[src/sv/mpa_pkg.sv]
// ---------------------------------------------------------------------------
// Modular pointwise ALU package
// Shared widths, command codes and the side-band record that rides the pipe.
// ---------------------------------------------------------------------------
package mpa_pkg;

	localparam int CW = 14;
	localparam int PW = 2 * CW;
	localparam int MUW = 2 * CW;
	localparam int MU_STEPS = MUW + 1;
	localparam int MU_CNT_W = $clog2(MU_STEPS);

	localparam logic [CW-1:0] MODULUS_RESET = CW'(12289);

	localparam logic [1:0] CMD_ADD = 2'd0;
	localparam logic [1:0] CMD_SUB = 2'd1;
	localparam logic [1:0] CMD_MUL = 2'd2;
	localparam logic [1:0] CMD_DIV = 2'd3;

	typedef struct packed {
		logic [1:0]    cmd;
		logic          low_mod;
		logic [CW-1:0] ar;
		logic [CW-1:0] br;
		logic [CW-1:0] acc;
	} sb_t;

endpackage

[src/sv/mpa_modmul.sv]
// ---------------------------------------------------------------------------
// Pipelined modular multiplier
// Four stages: product, Barrett estimate, quotient back-multiply and subtract,
// final correction. A side-band record and a valid bit travel alongside.
// ---------------------------------------------------------------------------
module mpa_modmul (
	input  logic                      clk,
	input  logic                      arst_n,
	input  logic                      en,
	input  logic                      in_valid,
	input  mpa_pkg::sb_t              in_sb,
	input  logic [mpa_pkg::CW-1:0]    x,
	input  logic [mpa_pkg::CW-1:0]    y,
	input  logic [mpa_pkg::CW-1:0]    m,
	input  logic [mpa_pkg::MUW-1:0]   mu,
	output logic                      out_valid,
	output mpa_pkg::sb_t              out_sb,
	output logic [mpa_pkg::CW-1:0]    prod
);

	logic                              valid_s1, valid_s2, valid_s3, valid_s4;
	mpa_pkg::sb_t                      sb_s1, sb_s2, sb_s3, sb_s4;
	logic [mpa_pkg::PW-1:0]            p_s1, p_s2, q_s2;
	logic [mpa_pkg::CW:0]              r_s3;
	logic [mpa_pkg::CW-1:0]            prod_s4;
	logic [2*mpa_pkg::PW-1:0]          est;
	logic [mpa_pkg::PW+mpa_pkg::CW-1:0] qm;
	logic [mpa_pkg::PW-1:0]            diff;
	logic [mpa_pkg::CW:0]              r_sub;

	assign est   = (2*mpa_pkg::PW)'(p_s1) * (2*mpa_pkg::PW)'(mu);
	assign qm    = (mpa_pkg::PW+mpa_pkg::CW)'(q_s2) * (mpa_pkg::PW+mpa_pkg::CW)'(m);
	assign diff  = p_s2 - qm[mpa_pkg::PW-1:0];
	assign r_sub = r_s3 - {1'b0, m};

	always_ff @(posedge clk or negedge arst_n) begin
		if (!arst_n) begin
			valid_s1 <= 1'b0;
			valid_s2 <= 1'b0;
			valid_s3 <= 1'b0;
			valid_s4 <= 1'b0;
		end else if (en) begin
			valid_s1 <= in_valid;
			valid_s2 <= valid_s1;
			valid_s3 <= valid_s2;
			valid_s4 <= valid_s3;
		end
	end

	always_ff @(posedge clk) begin
		if (en) begin
			sb_s1   <= in_sb;
			p_s1    <= mpa_pkg::PW'(x) * mpa_pkg::PW'(y);
			sb_s2   <= sb_s1;
			p_s2    <= p_s1;
			q_s2    <= est[2*mpa_pkg::PW-1:mpa_pkg::PW];
			sb_s3   <= sb_s2;
			r_s3    <= diff[mpa_pkg::CW:0];
			sb_s4   <= sb_s3;
			prod_s4 <= (r_s3 >= {1'b0, m}) ? r_sub[mpa_pkg::CW-1:0]
			                               : r_s3[mpa_pkg::CW-1:0];
		end
	end

	assign out_valid = valid_s4;
	assign out_sb    = sb_s4;
	assign prod      = prod_s4;

endmodule

[config.mk]
export PLATFORM = sky130hd
export DESIGN_NAME = mpa_modmul
export DESIGN_NICKNAME = d
export VERILOG_FILES = /design/src/sv/mpa_pkg.sv /design/src/sv/mpa_modmul.sv
export SDC_FILE = /design/constraint.sdc
export NUM_CORES = 2
export LEC_CHECK = 0
export BUFFER_PORTS_ARGS = -buffer_cell sky130_fd_sc_hd__buf_4
export CORE_MARGIN = 1
export CORE_UTILIZATION = 60
export DETAILED_ROUTE_END_ITERATION = 8
export PLACE_DENSITY_LB_ADDON = 0.15
export SLEW_MARGIN = 10
export SYNTH_ARGS = -nofsm -noshare
export SYNTH_HDL_FRONTEND = slang
export SYNTH_SLANG_ARGS = --single-unit
[constraint.sdc]
create_clock -name clk -period 14.1 [get_ports clk]
set_clock_uncertainty 0.05 [all_clocks]
set_input_delay 2.82 -clock clk [delete_from_list [all_inputs] [get_ports clk]]
set_output_delay 2.82 -clock clk [all_outputs]
set_load 0.02 [all_outputs]
* Yosys cells after proc, flatten, opt, wreduce, memory -nomap -nowiden *
Cells that the tools add are included.

cells by class
  add/sub/neg operators = 2
  $mul = 3
  order comparisons = 1
  mux-type cells = 1

operator list
  operator          number
  $mul A28 B28 Y56  1
  $mul A14 B14 Y28  1
  $mul A28 B14 Y15  1
  $ge A15 B14 Y1    1
  $sub A15 B15 Y15  1
  $mux W14          1
  $sub A14 B14 Y14  1

word-level totals
  register bits after elaboration = 284
  input bits = 119
  output and inout bits = 60

* Logic depth before layout (Yosys ltp) *
  word-level depth = 2
  mapped depth = 29
  gate-level depth less buffers = 27

* Worst setup path before layout *
OpenSTA, ideal clock, no wires.

  path kind = input -> register
  from = input mu[2] (netlist name)
  to = register q_s2[14] (netlist name) (data pin)
  arrival = 9.527 ns
  data required time = 13.792 ns
  setup slack = 4.265 ns
  stages = 28
  path buffers = 2
  cell sequence = clkbuf_1 > clkbuf_1 > nand2_1 > fa_1 > inv_1 > fa_1 > fa_1 > inv_1 > fa_1 > inv_1 > fa_1 > fa_1 > inv_1 > fa_1 > inv_1 > ha_1 > a21o_1 > a21o_1 > a21o_1 > nor4_4 > a211oi_2 > a211o_2 > a21oi_2 > nand4b_4 > a311oi_4 > a311oi_2 > o21bai_2 > xnor2_1

on the way
  longest elaborated chain between the ends = 1

ends and longest elaborated chain
  element                 line              RTL
  start: declaration      mpa_modmul.sv:15  input logic [mpa_pkg::MUW-1:0] mu,
  $mul A28 B28 Y56        mpa_modmul.sv:31  assign est = (2*mpa_pkg::PW)'(p_s1) * (2*mpa_pkg::PW)'(mu);
  net est, one bit        mpa_modmul.sv:26  logic [2*mpa_pkg::PW-1:0] est;
  end signal: assignment  mpa_modmul.sv:56  q_s2 <= est[2*mpa_pkg::PW-1:mpa_pkg::PW];
  end: declaration        mpa_modmul.sv:23  logic [mpa_pkg::PW-1:0] p_s1, p_s2, q_s2;

The timed path passes the listed nets, and every way through them passes these cells.
A chain may end at the register's enable or synchronous reset.

* Final worst setup path *
  from = input mu[5] (netlist name)
  to = register q_s2[14] (netlist name) (data pin)

Same word-level chain as after synthesis.

==> flow_summary.json <==
{
  "crit_path_frequent_cell": "fa_1",
  "place_congestion": 0.9084,
  "cts_root_buf": "clkbuf_16",
  "io_buffers": 178,
  "synth_fa_ha_area_share_pct": 49.85,
  "ys_async_sr_fraction_pct": 1.476,
  "seq_area_mm2": 0.008118,
  "coreArea_mm2": 0.06633,
  "startpoint_type": "input pin",
  "pin_count": 179,
  "fin_cells": 4899,
  "clk_pin_slew_ns": 0.06,
  "syn_area_per_cell_um2": 10.25,
  "fin_util_pct": 65.60,
  "fin_crit_sh_pct": 68.19,
  "synth_top_family_by_area": "adder cells",
  "wirelength_mm": 93.09,
  "tns_ns": 0,
  "cts_sinks": 271,
  "hold_path.class": "reg2reg",
  "cts_tree": "done",
  "maxSlewViolCount": 0,
  "yosysUniqueCellTypes": 57,
  "post_cts_resize_count": 0,
  "clock_latency_ns": 0.59,
  "synthMuxAreaShare_pct": 0.4660,
  "post_cts.repair.setup_buffers": 0,
  "die_w_um": 262.0,
  "dpl.hpwl_mm": 69.38,
  "vias": 26150,
  "htreeDepth": 1,
  "period_minus_slack_ns": 9.615,
  "wire_per_inst_um": 19.00,
  "synth-compound-area-share_pct": 2.176,
  "cp.buffers_inverters": 5,
  "grt_pass1_vias": 28640,
  "dr.pass1.iters": 6,
  "nFillCells": 5357,
  "postRouteAntennaNets": 0,
  "syn_area_mm2": 0.04055,
  "initial_core_util_pct": 61.12,
  "rrSetupSlack_ns": 6.29,
  "finalSetupViolCount": 0,
  "fp.dieArea_mm2": 0.06862,
  "path_delay_family": "adder cells",
  "synth-simple-area-share_pct": 14.32,
  "clock_path_buffers": 3,
  "endpoint_kind": "register",
  "rows": 94,
  "relSlewSlack_pct": 39.76,
  "cp_max_fo": 28,
  "rsz0062_at_grt": "no",
  "grt_max_degree": 86,
  "slowest_stage": "fa_1",
  "critPathArrivalTime_ns": 9.87,
  "layout.nets": 5252,
  "ys_seq_area_share_pct": 20.02,
  "final_layout_size_suffix_gt1_share_pct": 7.040,
  "status": "completed",
  "timing_hold_violations_final": 0,
  "die_h_um": 262.0,
  "numCtsBuffers": 28,
  "finalHoldWorstSlack_ns": 0.3615,
  "track_usage_pct": 29.00,
  "routed_via_density": 5.337,
  "yosysWarnings": 0,
  "cap_violations": 0,
  "grt_pass1_wl_mm": 152.7,
  "synth_edf_count": 267,
  "cts_hold_buf": 0,
  "multiInputGateArea_mm2": 0.02804,
  "ys_ff_latch": 271,
  "timing.fmax_mhz": 104.0,
  "slowest_delay_ns": 0.57,
  "synth_ff_type": "edfxtp_1",
  "syn_nets": 5194,
  "grt_overflow": 0,
  "synthCells": 3954,
  "areaGrowthSynthToFinish_pct": 7.323,
  "tightest_slew_ns": 0.9036,
  "critPathKind": "in2reg",
  "critPathRequiredTime_ns": 14.35,
  "synth_xor_area_share_pct": 2.333,
  "drc": 0,
  "antenna_found_initial": 1,
  "dp_cells": 4846,
  "drt_iter0_drc": 1667
}
-- cell type report --
type | instances | share of cell area [%]
Timing Repair Buffer | 208 | 3.606
Sequential cell | 271 | 18.65
Tap cell | 864 | 2.484
Clock inverter | 19 | 0.6124
Multi-Input combinational cell | 2514 | 64.43
Clock buffer | 33 | 1.676
Antenna cell | 1 | 0.005751
Inverter | 989 | 8.531
-- logic make-up (layout without fill, tap and decap cells) --
logic type      after synthesis  in the layout
flops                       271            271
buf+inv                    1169           1249
mux                          17             17
compound gates              127            127
simple gates               1141           1141
xor+xnor                    108            108
fa+ha+maj                  1121           1121
other cells                   0              1
-- cell usage in the layout (no fill, tap or decap), types with 4 or more instances in the layout --
cell type,count
inv_1,989
fa_1,824
and2_1,551
nand2_1,491
ha_1,297
edfxtp_1,267
buf_4,207
xnor2_1,87
nor2_1,55
a21oi_1,30
clkbuf_16,28
o21ai_0,22
a21o_1,21
xor2_1,21
mux2_2,15
o21a_1,10
a21boi_0,10
nor3_1,8
nor2b_1,8
nand3_1,6
o21bai_1,5
nand4_1,4
clkbuf_1,4
bufinv_16,4
dfrtp_1,4
-- cells in the mapped netlist, types with 2 or more instances --
cell        n  area share (%)
xnor2_1    87             1.9
a41oi_1     2           0.043
nor2_1     55            0.51
a21oi_1    30            0.37
a211oi_1    3           0.056
nand2b_1    2           0.031
and4_1      3           0.065
xor2_1     21            0.45
nor2b_1     8            0.12
nand3_1     6           0.074
nand4_1     4           0.062
or3_1       2           0.031
fa_1      824              41
nor3_1      8           0.099
or2_2       2           0.031
mux2_2     15            0.42
o21ai_0    22            0.27
and2b_1     2           0.037
o21a_1     10            0.19
edfxtp_1  267              20
dfrtp_1     4            0.25
clkbuf_1  178             1.6
a31oi_1     3           0.046
mux2i_1     2           0.049
o21bai_1    5           0.093
inv_1     989             9.2
and2_1    551             8.5
o22ai_1     3           0.046
ha_1      297             9.2
a21o_1     21            0.39
and3_1      3           0.046
nand2_1   491             4.5
a21boi_0   10            0.19
-- per-stage QoR --
stage | instance area (um2) | worst slack [ns]
final | 43520 | 4.485
after global routing | 43510 | 4.228
after CTS | 43510 | 4.541
after detailed placement | 42520 | 3.947
after global placement | 42520 | 4.038
after floorplan | 40550 | 4.265
-- worst reg2reg max path, delay by kind of cell, from the launching register on --
kind / cells / cell delay (ns)
flip-flops: 1 / 0.41
buffers and inverters: 5 / 0.67
XOR/XNOR: 1 / 0.13
adder cells (fa/ha/maj): 8 / 3.71
AO/OA/AOI/OAI: 9 / 1.88
AND/OR/NAND/NOR: 3 / 0.69
-- final timing paths --
kind | cells after the start | from | to
worst max-delay path | 26 | mu[5] | q_s2[14]
worst min-delay path | 0 | sb_s2[26] | sb_s3[26]
worst max register to register | 26 | p_s1[14] | q_s2[14]
worst min register to register | 0 | sb_s2[26] | sb_s3[26]
max in group asynchronous | 1 | arst_n | valid_s3
min in group asynchronous | 1 | arst_n | valid_s2
-- metal layers --
| metal | up-vias | track usage [%] | wire length (um) |
|---|---|---|---|
| li1 | 11650 | - | - |
| met1 | 13410 | 40.29 | 38860 |
| met2 | 937 | 48.45 | 45180 |
| met3 | 151 | 4.630 | 7055 |
| met4 | 0 | 6.262 | 2003 |
| met5 | - | 0 | 0 |
-- flip-flops by register name (all words and copies together), names as in the netlist --
register and count:
sb_s2 45, p_s2 15, prod 14, valid_s1 1, out_valid 1, p_s1 28
valid_s2 1, q_s2 15, valid_s3 1, sb_s1 45, sb_s3 45, r_s3 15
out_sb 45
Power is not shown: default switching activity piles up to over one toggle a cycle in this logic, so the estimate is an artifact.
